**src/rtl/core/spc_pkg.sv**
```systemverilog
// Shared types and constants of the slice pixel compositor.
package spc_pkg;

  // Pixel and configuration port widths.
  localparam int unsigned PIXEL_W     = 32;
  localparam int unsigned CHAN_W      = 8;
  localparam int unsigned CFG_DATA_W  = 13;
  localparam int unsigned CFG_IDX_W   = 3;
  localparam int unsigned RECT_W      = 12;
  localparam int unsigned PCT_W       = 7;
  localparam int unsigned PROD_W      = CHAN_W + PCT_W;

  // Blend arithmetic constants.
  localparam logic [PCT_W-1:0]   PCT_FULL     = 7'd100;
  localparam logic [CHAN_W-1:0]  ALPHA_OPAQUE = 8'hFF;
  localparam logic [PIXEL_W-1:0] RED_OPAQUE   = 32'hFFFF_0000;

  // Division by 100 as a multiply by 2^21/100 rounded up and a right shift.
  // Exact for every product of an 8-bit channel and a percent up to 100.
  localparam logic [PROD_W-1:0]  RECIP_100    = 15'd20972;
  localparam int unsigned        RECIP_SHIFT  = 21;

  // Register indexes of the configuration port.
  typedef enum logic [CFG_IDX_W-1:0] {
    REG_BLEND_PERCENT    = 3'd0,
    REG_OVERLAY_MODE     = 3'd1,
    REG_CROSSHAIR_ENABLE = 3'd2,
    REG_CROSSHAIR_COLUMN = 3'd3,
    REG_CROSSHAIR_ROW    = 3'd4,
    REG_RECT_LEFT        = 3'd5,
    REG_RECT_TOP         = 3'd6,
    REG_RECT_WIDTH       = 3'd7
  } spc_reg_e;

  // Configuration register set.
  typedef struct packed {
    logic [PCT_W-1:0]             blend_percent;
    logic                         overlay_mode;
    logic                         crosshair_enable;
    logic signed [CFG_DATA_W-1:0] crosshair_column;
    logic signed [CFG_DATA_W-1:0] crosshair_row;
    logic [RECT_W-1:0]            rect_left;
    logic [RECT_W-1:0]            rect_top;
    logic [CFG_DATA_W-1:0]        rect_width;
  } spc_cfg_t;

  localparam spc_cfg_t CFG_RESET = '{
    blend_percent:    PCT_FULL,
    overlay_mode:     1'b0,
    crosshair_enable: 1'b0,
    crosshair_column: 13'h1FFF,
    crosshair_row:    13'h1FFF,
    rect_left:        12'd0,
    rect_top:         12'd0,
    rect_width:       13'd1
  };

endpackage

```
**src/rtl/core/spc_pix_if.sv**
```systemverilog
// Valid/ready channel interfaces for pixel beats into and out of the compositor.
interface spc_pix_in_if import spc_pkg::*; ();
  logic               valid;
  logic               ready;
  logic [PIXEL_W-1:0] old_pixel;
  logic [PIXEL_W-1:0] layer_sample;

  modport source (output valid, output old_pixel, output layer_sample, input ready);
  modport sink   (input valid, input old_pixel, input layer_sample, output ready);
endinterface

interface spc_pix_out_if import spc_pkg::*; ();
  logic               valid;
  logic               ready;
  logic [PIXEL_W-1:0] new_pixel;
  logic               pixel_changed;

  modport source (output valid, output new_pixel, output pixel_changed, input ready);
  modport sink   (input valid, input new_pixel, input pixel_changed, output ready);
endinterface

```
**src/rtl/core/slice_pixel_compositor.sv**
```systemverilog
// Top level of the slice pixel compositor.
// The compositor takes one pixel beat per clock (old framebuffer pixel and layer sample)
// and returns one result beat per input beat, in order. Throughput is one pixel per cycle
// while the output does not stall; a beat passes through the input register, the channel
// product register and the result register of the blend path, and its result is offered
// from the result register.
// Backpressure on the output stalls the pipeline stage by stage, and a new beat is taken
// whenever the input register is free or moving on. Column and row counters step on every
// accepted beat; a write to rect_left or rect_top restarts them at the rectangle origin.
// Users write configuration only while no beat is in flight; the block does not enforce it.
module slice_pixel_compositor import spc_pkg::*; #(
  parameter int unsigned COORD_BITS = 12
) (
  input  logic                  clk_i,
  input  logic                  rst_ni,
  input  logic                  cfg_we_i,
  input  logic [CFG_IDX_W-1:0]  cfg_idx_i,
  input  logic [CFG_DATA_W-1:0] cfg_wdata_i,
  spc_pix_in_if.sink            pix_in_i,
  spc_pix_out_if.source         pix_out_o
);

  spc_cfg_t cfg;
  logic     accept;
  logic     hit;

  assign accept = pix_in_i.valid && pix_in_i.ready;

  // Configuration registers.
  spc_cfg_regs u_cfg_regs (
    .clk_i       (clk_i),
    .rst_ni      (rst_ni),
    .cfg_we_i    (cfg_we_i),
    .cfg_idx_i   (cfg_idx_i),
    .cfg_wdata_i (cfg_wdata_i),
    .cfg_o       (cfg)
  );

  // Screen position tracking and crosshair detection.
  spc_walker #(
    .COORD_BITS (COORD_BITS)
  ) u_walker (
    .clk_i       (clk_i),
    .rst_ni      (rst_ni),
    .cfg_i       (cfg),
    .cfg_we_i    (cfg_we_i),
    .cfg_idx_i   (cfg_idx_i),
    .cfg_wdata_i (cfg_wdata_i),
    .accept_i    (accept),
    .hit_o       (hit)
  );

  // Blend datapath.
  spc_blend u_blend (
    .clk_i   (clk_i),
    .rst_ni  (rst_ni),
    .cfg_i   (cfg),
    .hit_i   (hit),
    .pix_in  (pix_in_i),
    .pix_out (pix_out_o)
  );

endmodule

```
**src/rtl/core/spc_cfg_regs.sv**
```systemverilog
// Configuration register file of the compositor, written through a plain write port.
module spc_cfg_regs import spc_pkg::*; (
  input  logic                  clk_i,
  input  logic                  rst_ni,
  input  logic                  cfg_we_i,
  input  logic [CFG_IDX_W-1:0]  cfg_idx_i,
  input  logic [CFG_DATA_W-1:0] cfg_wdata_i,
  output spc_cfg_t              cfg_o
);

  spc_cfg_t cfg_d, cfg_q;

  // Decode the register index and update the addressed field.
  always_comb begin
    cfg_d = cfg_q;
    if (cfg_we_i) begin
      case (cfg_idx_i)
        REG_BLEND_PERCENT:    cfg_d.blend_percent    = cfg_wdata_i[PCT_W-1:0];
        REG_OVERLAY_MODE:     cfg_d.overlay_mode     = cfg_wdata_i[0];
        REG_CROSSHAIR_ENABLE: cfg_d.crosshair_enable = cfg_wdata_i[0];
        REG_CROSSHAIR_COLUMN: cfg_d.crosshair_column = cfg_wdata_i;
        REG_CROSSHAIR_ROW:    cfg_d.crosshair_row    = cfg_wdata_i;
        REG_RECT_LEFT:        cfg_d.rect_left        = cfg_wdata_i[RECT_W-1:0];
        REG_RECT_TOP:         cfg_d.rect_top         = cfg_wdata_i[RECT_W-1:0];
        REG_RECT_WIDTH:       cfg_d.rect_width       = cfg_wdata_i;
        default:              cfg_d = cfg_q;
      endcase
    end
  end

  always_ff @(posedge clk_i or negedge rst_ni) begin
    if (!rst_ni) begin
      cfg_q <= CFG_RESET;
    end else begin
      cfg_q <= cfg_d;
    end
  end

  assign cfg_o = cfg_q;

endmodule

```
**src/rtl/core/spc_walker.sv**
```systemverilog
// Column and row counters that walk the rectangle and detect crosshair hits.
module spc_walker import spc_pkg::*; #(
  parameter int unsigned COORD_BITS = 12
) (
  input  logic                  clk_i,
  input  logic                  rst_ni,
  input  spc_cfg_t              cfg_i,
  input  logic                  cfg_we_i,
  input  logic [CFG_IDX_W-1:0]  cfg_idx_i,
  input  logic [CFG_DATA_W-1:0] cfg_wdata_i,
  input  logic                  accept_i,
  output logic                  hit_o
);

  localparam int unsigned CW = COORD_BITS;
  localparam int unsigned XW = CW + RECT_W;
  localparam int unsigned EW = CW + CFG_DATA_W + 1;

  logic [CW-1:0] col_d, col_q;
  logic [CW-1:0] row_d, row_q;
  logic [XW-1:0] left_ext, top_ext, wleft_ext;
  logic [CW-1:0] left_c, top_c, wdata_c;
  logic [CW-1:0] offset;
  logic [EW-1:0] offset_inc, width_ext;
  logic          line_end;
  logic          row_hit, col_hit;

  // Rectangle origin and write data reduced to the counter width.
  assign left_ext  = {{CW{1'b0}}, cfg_i.rect_left};
  assign top_ext   = {{CW{1'b0}}, cfg_i.rect_top};
  assign wleft_ext = {{CW{1'b0}}, cfg_wdata_i[RECT_W-1:0]};
  assign left_c    = left_ext[CW-1:0];
  assign top_c     = top_ext[CW-1:0];
  assign wdata_c   = wleft_ext[CW-1:0];

  // A line ends once the offset from the left edge reaches the width minus one.
  assign offset     = col_q - left_c;
  assign offset_inc = {{(CFG_DATA_W + 1){1'b0}}, offset} + {{(EW - 1){1'b0}}, 1'b1};
  assign width_ext  = {{(CW + 1){1'b0}}, cfg_i.rect_width};
  assign line_end   = offset_inc >= width_ext;

  // Crosshair match against the current position; a negative coordinate is off.
  assign row_hit = !cfg_i.crosshair_row[CFG_DATA_W-1] &&
                   ({{RECT_W{1'b0}}, row_q} ==
                    {{CW{1'b0}}, cfg_i.crosshair_row[RECT_W-1:0]});
  assign col_hit = !cfg_i.crosshair_column[CFG_DATA_W-1] &&
                   ({{RECT_W{1'b0}}, col_q} ==
                    {{CW{1'b0}}, cfg_i.crosshair_column[RECT_W-1:0]});
  assign hit_o   = cfg_i.crosshair_enable && (row_hit || col_hit);

  // Next position: restart on an origin write, otherwise step on each beat.
  always_comb begin
    col_d = col_q;
    row_d = row_q;
    if (cfg_we_i && (cfg_idx_i == REG_RECT_LEFT)) begin
      col_d = wdata_c;
      row_d = top_c;
    end else if (cfg_we_i && (cfg_idx_i == REG_RECT_TOP)) begin
      col_d = left_c;
      row_d = wdata_c;
    end else if (accept_i) begin
      if (line_end) begin
        col_d = left_c;
        row_d = row_q + {{(CW - 1){1'b0}}, 1'b1};
      end else begin
        col_d = col_q + {{(CW - 1){1'b0}}, 1'b1};
      end
    end
  end

  always_ff @(posedge clk_i or negedge rst_ni) begin
    if (!rst_ni) begin
      col_q <= '0;
      row_q <= '0;
    end else begin
      col_q <= col_d;
      row_q <= row_d;
    end
  end

endmodule

```
**src/rtl/core/spc_blend.sv**
```systemverilog
// Three-register blend datapath: input register, product register, result register.
module spc_blend import spc_pkg::*; (
  input  logic     clk_i,
  input  logic     rst_ni,
  input  spc_cfg_t cfg_i,
  input  logic     hit_i,
  spc_pix_in_if.sink    pix_in,
  spc_pix_out_if.source pix_out
);

  localparam int unsigned NCH   = 3;
  localparam int unsigned QW    = 2 * PROD_W;

  // Stage enables and valid flags.
  logic en1, en2, en3;
  logic v1_q, v2_q, v3_q;

  // Input register.
  logic [PIXEL_W-1:0] old1_q, samp1_q;
  logic               hit1_q;

  // Product register.
  logic [NCH-1:0][PROD_W-1:0] prod_old_d, prod_new_d, prod_old_q, prod_new_q;
  logic [PIXEL_W-1:0]         pass_d, pass_q;
  logic                       use_blend_d, use_blend_q;
  logic                       changed_d, changed2_q;

  // Result register.
  logic [PIXEL_W-1:0] res_d, res_q;
  logic               changed3_q;

  logic [PCT_W-1:0]           pct, inv_pct;
  logic                       alpha_set;
  logic [NCH-1:0][QW-1:0]     q_old_full, q_new_full;
  logic [NCH-1:0][CHAN_W-1:0] chan_sum;

  // Pipeline flow: a stage loads when it is empty or its content moves on.
  assign en3          = !v3_q || pix_out.ready;
  assign en2          = !v2_q || en3;
  assign en1          = !v1_q || en2;
  assign pix_in.ready = en1;

  always_ff @(posedge clk_i or negedge rst_ni) begin
    if (!rst_ni) begin
      v1_q <= 1'b0;
      v2_q <= 1'b0;
      v3_q <= 1'b0;
    end else begin
      if (en1) v1_q <= pix_in.valid;
      if (en2) v2_q <= v1_q;
      if (en3) v3_q <= v2_q;
    end
  end

  // Capture the beat together with its crosshair decision.
  always_ff @(posedge clk_i) begin
    if (en1) begin
      old1_q  <= pix_in.old_pixel;
      samp1_q <= pix_in.layer_sample;
      hit1_q  <= hit_i;
    end
  end

  // Clamp opacity, form channel products and pick the pass-through value.
  assign pct       = (cfg_i.blend_percent > PCT_FULL) ? PCT_FULL : cfg_i.blend_percent;
  assign inv_pct   = PCT_FULL - pct;
  assign alpha_set = samp1_q[PIXEL_W-1 -: CHAN_W] != '0;

  always_comb begin
    for (int c = 0; c < NCH; c++) begin
      prod_old_d[c] = PROD_W'(old1_q[c*CHAN_W +: CHAN_W]) * PROD_W'(inv_pct);
      prod_new_d[c] = PROD_W'(samp1_q[c*CHAN_W +: CHAN_W]) * PROD_W'(pct);
    end
    if (hit1_q) begin
      pass_d = RED_OPAQUE;
    end else if (!cfg_i.overlay_mode) begin
      pass_d = samp1_q;
    end else begin
      pass_d = old1_q;
    end
    use_blend_d = !hit1_q && cfg_i.overlay_mode && alpha_set;
    changed_d   = hit1_q || !cfg_i.overlay_mode || alpha_set;
  end

  always_ff @(posedge clk_i) begin
    if (en2) begin
      prod_old_q  <= prod_old_d;
      prod_new_q  <= prod_new_d;
      pass_q      <= pass_d;
      use_blend_q <= use_blend_d;
      changed2_q  <= changed_d;
    end
  end

  // Divide each product by 100, add the two terms and assemble the pixel, or take the pass-through value.
  always_comb begin
    for (int c = 0; c < NCH; c++) begin
      q_old_full[c] = QW'(prod_old_q[c]) * QW'(RECIP_100);
      q_new_full[c] = QW'(prod_new_q[c]) * QW'(RECIP_100);
      chan_sum[c]   = q_old_full[c][RECIP_SHIFT +: CHAN_W] +
                      q_new_full[c][RECIP_SHIFT +: CHAN_W];
    end
    if (use_blend_q) begin
      res_d = {ALPHA_OPAQUE, chan_sum[2], chan_sum[1], chan_sum[0]};
    end else begin
      res_d = pass_q;
    end
  end

  always_ff @(posedge clk_i) begin
    if (en3) begin
      res_q      <= res_d;
      changed3_q <= changed2_q;
    end
  end

  assign pix_out.valid         = v3_q;
  assign pix_out.new_pixel     = res_q;
  assign pix_out.pixel_changed = changed3_q;

endmodule
```
**src/flat_wrapper.sv**
```systemverilog
// flat-port wrapper written by rule: the top's interface ports become plain ports
module slice_pixel_compositor_flat import spc_pkg::*;
#(
  parameter int unsigned COORD_BITS = 12
)
  (clk_i, rst_ni, cfg_we_i, cfg_idx_i, cfg_wdata_i, pix_in_i_valid, pix_in_i_old_pixel, pix_in_i_layer_sample, pix_in_i_ready, pix_out_o_valid, pix_out_o_new_pixel, pix_out_o_pixel_changed, pix_out_o_ready);
  spc_pix_in_if pix_in_i_i ();
  spc_pix_out_if pix_out_o_i ();
  input  logic clk_i;
  input  logic rst_ni;
  input  logic cfg_we_i;
  input  logic [CFG_IDX_W-1:0] cfg_idx_i;
  input  logic [CFG_DATA_W-1:0] cfg_wdata_i;
  input wire logic [$bits(pix_in_i_i.valid)-1:0] pix_in_i_valid;
  input wire logic [$bits(pix_in_i_i.old_pixel)-1:0] pix_in_i_old_pixel;
  input wire logic [$bits(pix_in_i_i.layer_sample)-1:0] pix_in_i_layer_sample;
  output wire logic [$bits(pix_in_i_i.ready)-1:0] pix_in_i_ready;
  output wire logic [$bits(pix_out_o_i.valid)-1:0] pix_out_o_valid;
  output wire logic [$bits(pix_out_o_i.new_pixel)-1:0] pix_out_o_new_pixel;
  output wire logic [$bits(pix_out_o_i.pixel_changed)-1:0] pix_out_o_pixel_changed;
  input wire logic [$bits(pix_out_o_i.ready)-1:0] pix_out_o_ready;
  assign pix_in_i_i.valid = pix_in_i_valid;
  assign pix_in_i_i.old_pixel = pix_in_i_old_pixel;
  assign pix_in_i_i.layer_sample = pix_in_i_layer_sample;
  assign pix_in_i_ready = pix_in_i_i.ready;
  assign pix_out_o_valid = pix_out_o_i.valid;
  assign pix_out_o_new_pixel = pix_out_o_i.new_pixel;
  assign pix_out_o_pixel_changed = pix_out_o_i.pixel_changed;
  assign pix_out_o_i.ready = pix_out_o_ready;
  slice_pixel_compositor #(.COORD_BITS(COORD_BITS)) u_core (.clk_i(clk_i), .rst_ni(rst_ni), .cfg_we_i(cfg_we_i), .cfg_idx_i(cfg_idx_i), .cfg_wdata_i(cfg_wdata_i), .pix_in_i(pix_in_i_i), .pix_out_o(pix_out_o_i));
endmodule
```
**config.mk**
```make
export PLATFORM = sky130hd
export DESIGN_NAME = slice_pixel_compositor_flat
export DESIGN_NICKNAME = d
export VERILOG_FILES = /design/src/rtl/core/spc_pkg.sv /design/src/rtl/core/spc_pix_if.sv /design/src/rtl/core/slice_pixel_compositor.sv /design/src/rtl/core/spc_cfg_regs.sv /design/src/rtl/core/spc_walker.sv /design/src/rtl/core/spc_blend.sv /design/src/flat_wrapper.sv
export SDC_FILE = /design/constraint.sdc
export NUM_CORES = 2
export LEC_CHECK = 0
export BUFFER_PORTS_ARGS = -buffer_cell sky130_fd_sc_hd__buf_2
export CAP_MARGIN = 20
export CORE_UTILIZATION = 50
export DETAILED_ROUTE_END_ITERATION = 16
export GPL_ROUTABILITY_DRIVEN = 0
export GPL_TIMING_DRIVEN = 0
export PLACE_DENSITY = 0.77
export SYNTH_ARGS = -nofsm -noshare
export SYNTH_HDL_FRONTEND = slang
export SYNTH_SLANG_ARGS = --single-unit
export TNS_END_PERCENT = 50
```
**constraint.sdc**
```tcl
create_clock -name clk_i -period 18.9 [get_ports clk_i]
set_input_delay 3.78 -clock clk_i [delete_from_list [all_inputs] [get_ports clk_i]]
set_output_delay 3.78 -clock clk_i [all_outputs]
set_load 0.1 [all_outputs]
```
Word-level counts from Yosys, hierarchy flattened
Cells that the tools add are included.

Register bits after elaboration: 321. Bits of input ports: 85. Output and inout bits: 35. Logic and storage cells: 104.

Add/subtract/negate cells: 8. Multiply operators: 12. $lt $le $gt $ge: 2. Eq/ne operators: 9. Mux-type cells: 11. Reduce and logical (&&, ||, !) cells: 34.

Operator list (count): $mul A15 B13 Y27 const B (6); $mux W12 (8); $mul A8 B7 Y15 (6); $mux W32 (1); $add A12 B1 Y12 const B (2); $add A8 B8 Y8 (3); $eq A12 B12 Y1 (2); $mux W24 (1); $reduce_and A2 Y1 (9); $add A12 B1 Y13 const B (1); $ge A13 B13 Y1 (1); $eq A3 B3 Y1 const B (4); $sub A12 B12 Y12 (1); $logic_and A1 B1 Y1 (8); $reduce_bool A8 Y1 (1); $gt A7 B7 Y1 const B (1); $logic_not A1 Y1 (7); $mux W7 (1); $sub A7 B7 Y7 const A (1); $eq A3 B2 Y1 const B (2); $logic_or A1 B1 Y1 (6); $reduce_bool A3 Y1 (2); $eq A3 B1 Y1 const B (1); $logic_not A3 Y1 (1).

Longest topological paths before layout
Word-level depth: 8. Gate-level depth with buffers: 29. Mapped depth without buffers: 29.

Modules after synthesis
From an unflattened synthesis, not the netlist that was laid out.

Cell total of the unflattened synthesis: 4354. Area total of the unflattened synthesis: 45461.1 µm².

By module, submodules not included: spc_blend (times used 1, cells each 3800, area each 39510.4 µm², seq. area each 6741.5 µm²); spc_walker (times used 1, cells each 394, area each 3168.0 µm², seq. area each 600.6 µm²); spc_cfg_regs (times used 1, cells each 159, area each 2776.4 µm², seq. area each 1839.3 µm²); slice_pixel_compositor (times used 1, cells each 1, area each 6.3 µm², seq. area each 0.0 µm²).

Worst setup path after synthesis
No wires, ideal clock.

Path kind: input -> output. Start: input port pix_out_o_ready. End: output port pix_in_i_ready. Arrival: 6.169 ns. Data required time: 15.120 ns. Setup slack: 8.951 ns. Stages on the path: 2. Path buffers: 0. Cell sequence: nor2b_1 nand3_1.

Word-level cells in the longest chain between the ends: 3.

Ends and longest elaborated chain: from (decl) (line flat_wrapper.sv:21) `input wire logic [$bits(pix_out_o_i.ready)-1:0] pix_out_o_ready;`; $logic_or A1 B1 Y1 (line spc_blend.sv:38) `assign en3 = !v3_q || pix_out.ready;`; $logic_or A1 B1 Y1 (line spc_blend.sv:39) `assign en2 = !v2_q || en3;`; $logic_or A1 B1 Y1 (line spc_blend.sv:40) `assign en1 = !v1_q || en2;`; to (decl) (line flat_wrapper.sv:17) `output wire logic [$bits(pix_in_i_i.ready)-1:0] pix_in_i_ready;`.

Every way passes these cells.

Worst setup path after layout
Ends and elaborated chain as after synthesis.

==> impl_metrics.py <==
metrics = {
    "status": {
        "status": "finished, final reports clean",
    },
    "setup_path": {
        "path_cells": "buf_2, nor2b_1, nand3_4, buf_2",
        "crit_arrival_ns": 5.12,
        "worstPathMaxFanout": 20,
        "cp_slowest_cell": "buf_2",
        "max_stage_delay_ns": 0.43,
        "end_kind": "primary output",
        "crit_top_cell": "buf_2",
        "worstPathRequired_ns": 15.12,
        "rr_worst_depth": 28,
        "critPathLaunchType": "input port",
        "critical_path_class": "input port to primary output",
    },
    "grt": {
        "grt_max_degree": 72,
        "antenna_found_initial": 11,
        "grt_pass1_vias": 33635,
        "grt_usage_pct": 23.22,
        "overflow": 0,
        "grt_pass1_wl_um": 168900,
    },
    "clocking": {
        "cts_buffers": 39,
        "post_cts_buffers": 0,
        "clkLatencyLatePin_ns": 0.63,
        "cts_num_sinks": 321,
        "clockBufferDepth": 3,
        "cts_htree_levels": 2,
        "cts_tree": "yes",
        "cts_root_buf": "clkbuf_16",
        "cts_resized": 0,
        "hold_buffers": 0,
        "cts.reportedPaths.clkPinSlew_ns": 0.05,
    },
    "yosys": {
        "ys_types": 79,
        "syn_area_mm2": 0.04546,
        "synth_top_flop_cell": "edfxtp_1",
        "synth_edf_count": 222,
        "ys_top_cells_by_area": "fa_1, ha_1, edfxtp_1",
        "syn_nets": 5935,
        "yosys_warnings": 0,
        "seq_area_frac_synth_pct": 20.20,
        "yosysTopAreaCell": "fa_1",
        "synth_seq_cells": 321,
        "postSynthAreaPerCell_um2": 10.26,
        "synth_top_area_share_pct": 25.81,
        "synthCells": 4429,
        "synthArstFlopShare_pct": 30.84,
    },
    "placement": {
        "io_buffers": 118,
        "dp_hpwl_um": 83900,
        "pre_cts_ws_ns": 10.01,
    },
    "sta": {
        "fin_tns_setup_ns": 0,
        "tightest_slew_ns": 0.9646,
        "fin_skew_ns": 0.03499,
        "slew-limit-headroom_pct": 35.69,
        "finalSetupViolations": 0,
        "grt_setup_unrepaired": "no",
        "fin_crit_ns": 8.900,
        "fmax_mhz": 112.4,
        "fin_crit_sh_pct": 47.09,
        "final_max_slew_viol_count": 0,
        "postLayoutSetupSlackWorst_ns": 10.00,
        "final-hold-violation-count": 0,
    },
    "final_layout": {
        "fillers": 7632,
        "syn2layout_area_growth_pct": 7.946,
        "mostFrequentLayoutCells": "inv_1, ha_1, fa_1",
        "final_common_cell": "inv_1",
        "drive_above_1_share_pct": 7.027,
        "num-nets-final": 6101,
    },
    "drt": {
        "dr.pass1.iters": 6,
        "drtAntennaViolNets": 0,
        "initialDrtViolationCount": 2047,
        "vias": 31199,
        "routed_wl_um": 102000,
        "drc": 0,
        "route.detailed.wl_per_inst_um": 17.55,
        "vias_per_cell": 5.371,
    },
    "worst_hold_path": {
        "holdPathStages": 0,
        "hold_class": "flop to flop",
    },
    "floorplan": {
        "io-pin-count": 120,
        "rows": 110,
        "core_mm2": 0.09001,
        "initial_utilization_pct": 50.50,
        "dieArea_mm2": 0.09213,
        "die_y_um": 303.5,
        "die_w_um": 303.5,
    },
    "flow_run": {
        "maxCapViolations": 0,
    },
}
logic make-up (layout without fill, tap and decap cells):
family	count (synthesis)	count (layout)	share of synthesized area [%]
buffers and inverters	1102	1298	9.113
other	0	8	0
XOR/XNOR	211	211	4.098
multiplexers	89	89	2.158
flip-flops	321	321	20.20
adder cells (fa/ha/maj)	1421	1421	48.79
AND/OR/NAND/NOR	855	855	9.311
AO/OA/AOI/OAI	430	430	6.336
layer usage:
layer	global-route usage [%]	vias to the layer above	part of all wire, %
li1	-	14628	-
met2	39.15	923	48
met1	29.66	15410	41
met4	8.607	6	3.9
met3	4.376	232	7.2
met5	0	-	0.038
cell type report:
cell class | instances | area [um2] | share of cell area, %
Tap cell | 1176 | 1471 | 2.998
Timing Repair Buffer | 125 | 738.2 | 1.504
Sequential cell | 321 | 9181 | 18.71
Buffer | 77 | 295.3 | 0.6017
Multi-Input combinational cell | 3006 | 32160 | 65.53
Clock buffer | 44 | 994.7 | 2.027
Inverter | 1025 | 3847 | 7.840
Clock inverter | 27 | 367.9 | 0.7496
Antenna cell | 8 | 20.02 | 0.04080
cell usage after synthesis, types with 4 or more instances:
cell,n
o21a_1,28
a21o_1,44
o32a_1,4
nor2_1,127
o211a_1,4
or2_2,19
inv_1,1025
nor2b_1,44
nand2_1,291
xor2_1,57
nand2b_1,19
mux2i_1,20
and3_1,28
o41ai_1,6
a21oi_1,130
o2111ai_1,11
a31oi_1,13
a211o_1,17
o21ai_0,74
a211oi_1,14
and4_1,7
o22ai_1,4
nor3_1,38
a2111oi_0,5
and2_1,177
dfrtp_1,69
clkbuf_1,67
o21bai_1,19
fa_1,586
a221oi_1,5
a31o_2,4
nand4_1,22
mux2_2,68
nand3_1,58
nor4_1,6
or3_1,5
edfxtp_1,222
o41a_1,7
o31ai_1,4
o211ai_1,5
dfstp_2,30
a41oi_1,5
xnor2_1,153
buf_1,7
ha_1,835
state kept, by name, summed over array words and instances, names as in the netlist:
signal                                flops
u_core.u_blend.prod_new_q                45
u_core.u_blend.pix_out.pixel_changed      1
u_core.u_blend.hit1_q                     1
u_core.u_blend.samp1_q                   32
u_core.u_blend.v1_q                       1
u_core.u_blend.pix_out.new_pixel         32
u_core.u_blend.old1_q                    32
u_core.u_blend.v2_q                       1
u_core.u_blend.pass_q                    32
u_core.u_walker.col_q                    12
u_core.u_blend.changed2_q                 1
u_core.u_blend.pix_out.valid              1
u_core.u_cfg_regs.cfg_o                  72
u_core.u_blend.use_blend_q                1
u_core.u_walker.row_q                    12
u_core.u_blend.prod_old_q                45
worst paths after layout:
path                                        startpoint                              endpoint  slack [ns]
setup / recovery                       pix_out_o_ready                        pix_in_i_ready       10.00
hold / removal               u_core.u_blend.changed2_q  u_core.u_blend.pix_out.pixel_changed        0.42
setup reg to reg           u_core.u_cfg_regs.cfg_o[65]         u_core.u_blend.prod_old_q[29]       10.70
hold reg to reg              u_core.u_blend.changed2_q  u_core.u_blend.pix_out.pixel_changed        0.42
max in group asynchronous                       rst_ni           u_core.u_cfg_regs.cfg_o[67]       14.91
min in group asynchronous                       rst_ni              u_core.u_walker.row_q[7]        3.22
through the flow:
stage / hold WS, ns / utilization [%] / instances / cell area (um2)
floorplan: 0.4003 / - / 4429 / 45460
global placement: 0.4007 / 52.80 / 5723 / 47520
detailed placement: 0.4045 / 52.97 / 5729 / 47680
CTS: 0.4175 / 54.49 / 5800 / 49040
global route: 0.4408 / 54.50 / 5804 / 49060
finish: 0.4164 / 54.52 / 5809 / 49070
worst max-delay path: cells and delay by family:
kind | cells | cell delay (ns)
buffers and inverters | 2 | 0.56
and+or+nand+nor | 2 | 0.77
Power is not shown: default switching activity piles up to over one toggle a cycle in this logic, so the estimate is an artifact.
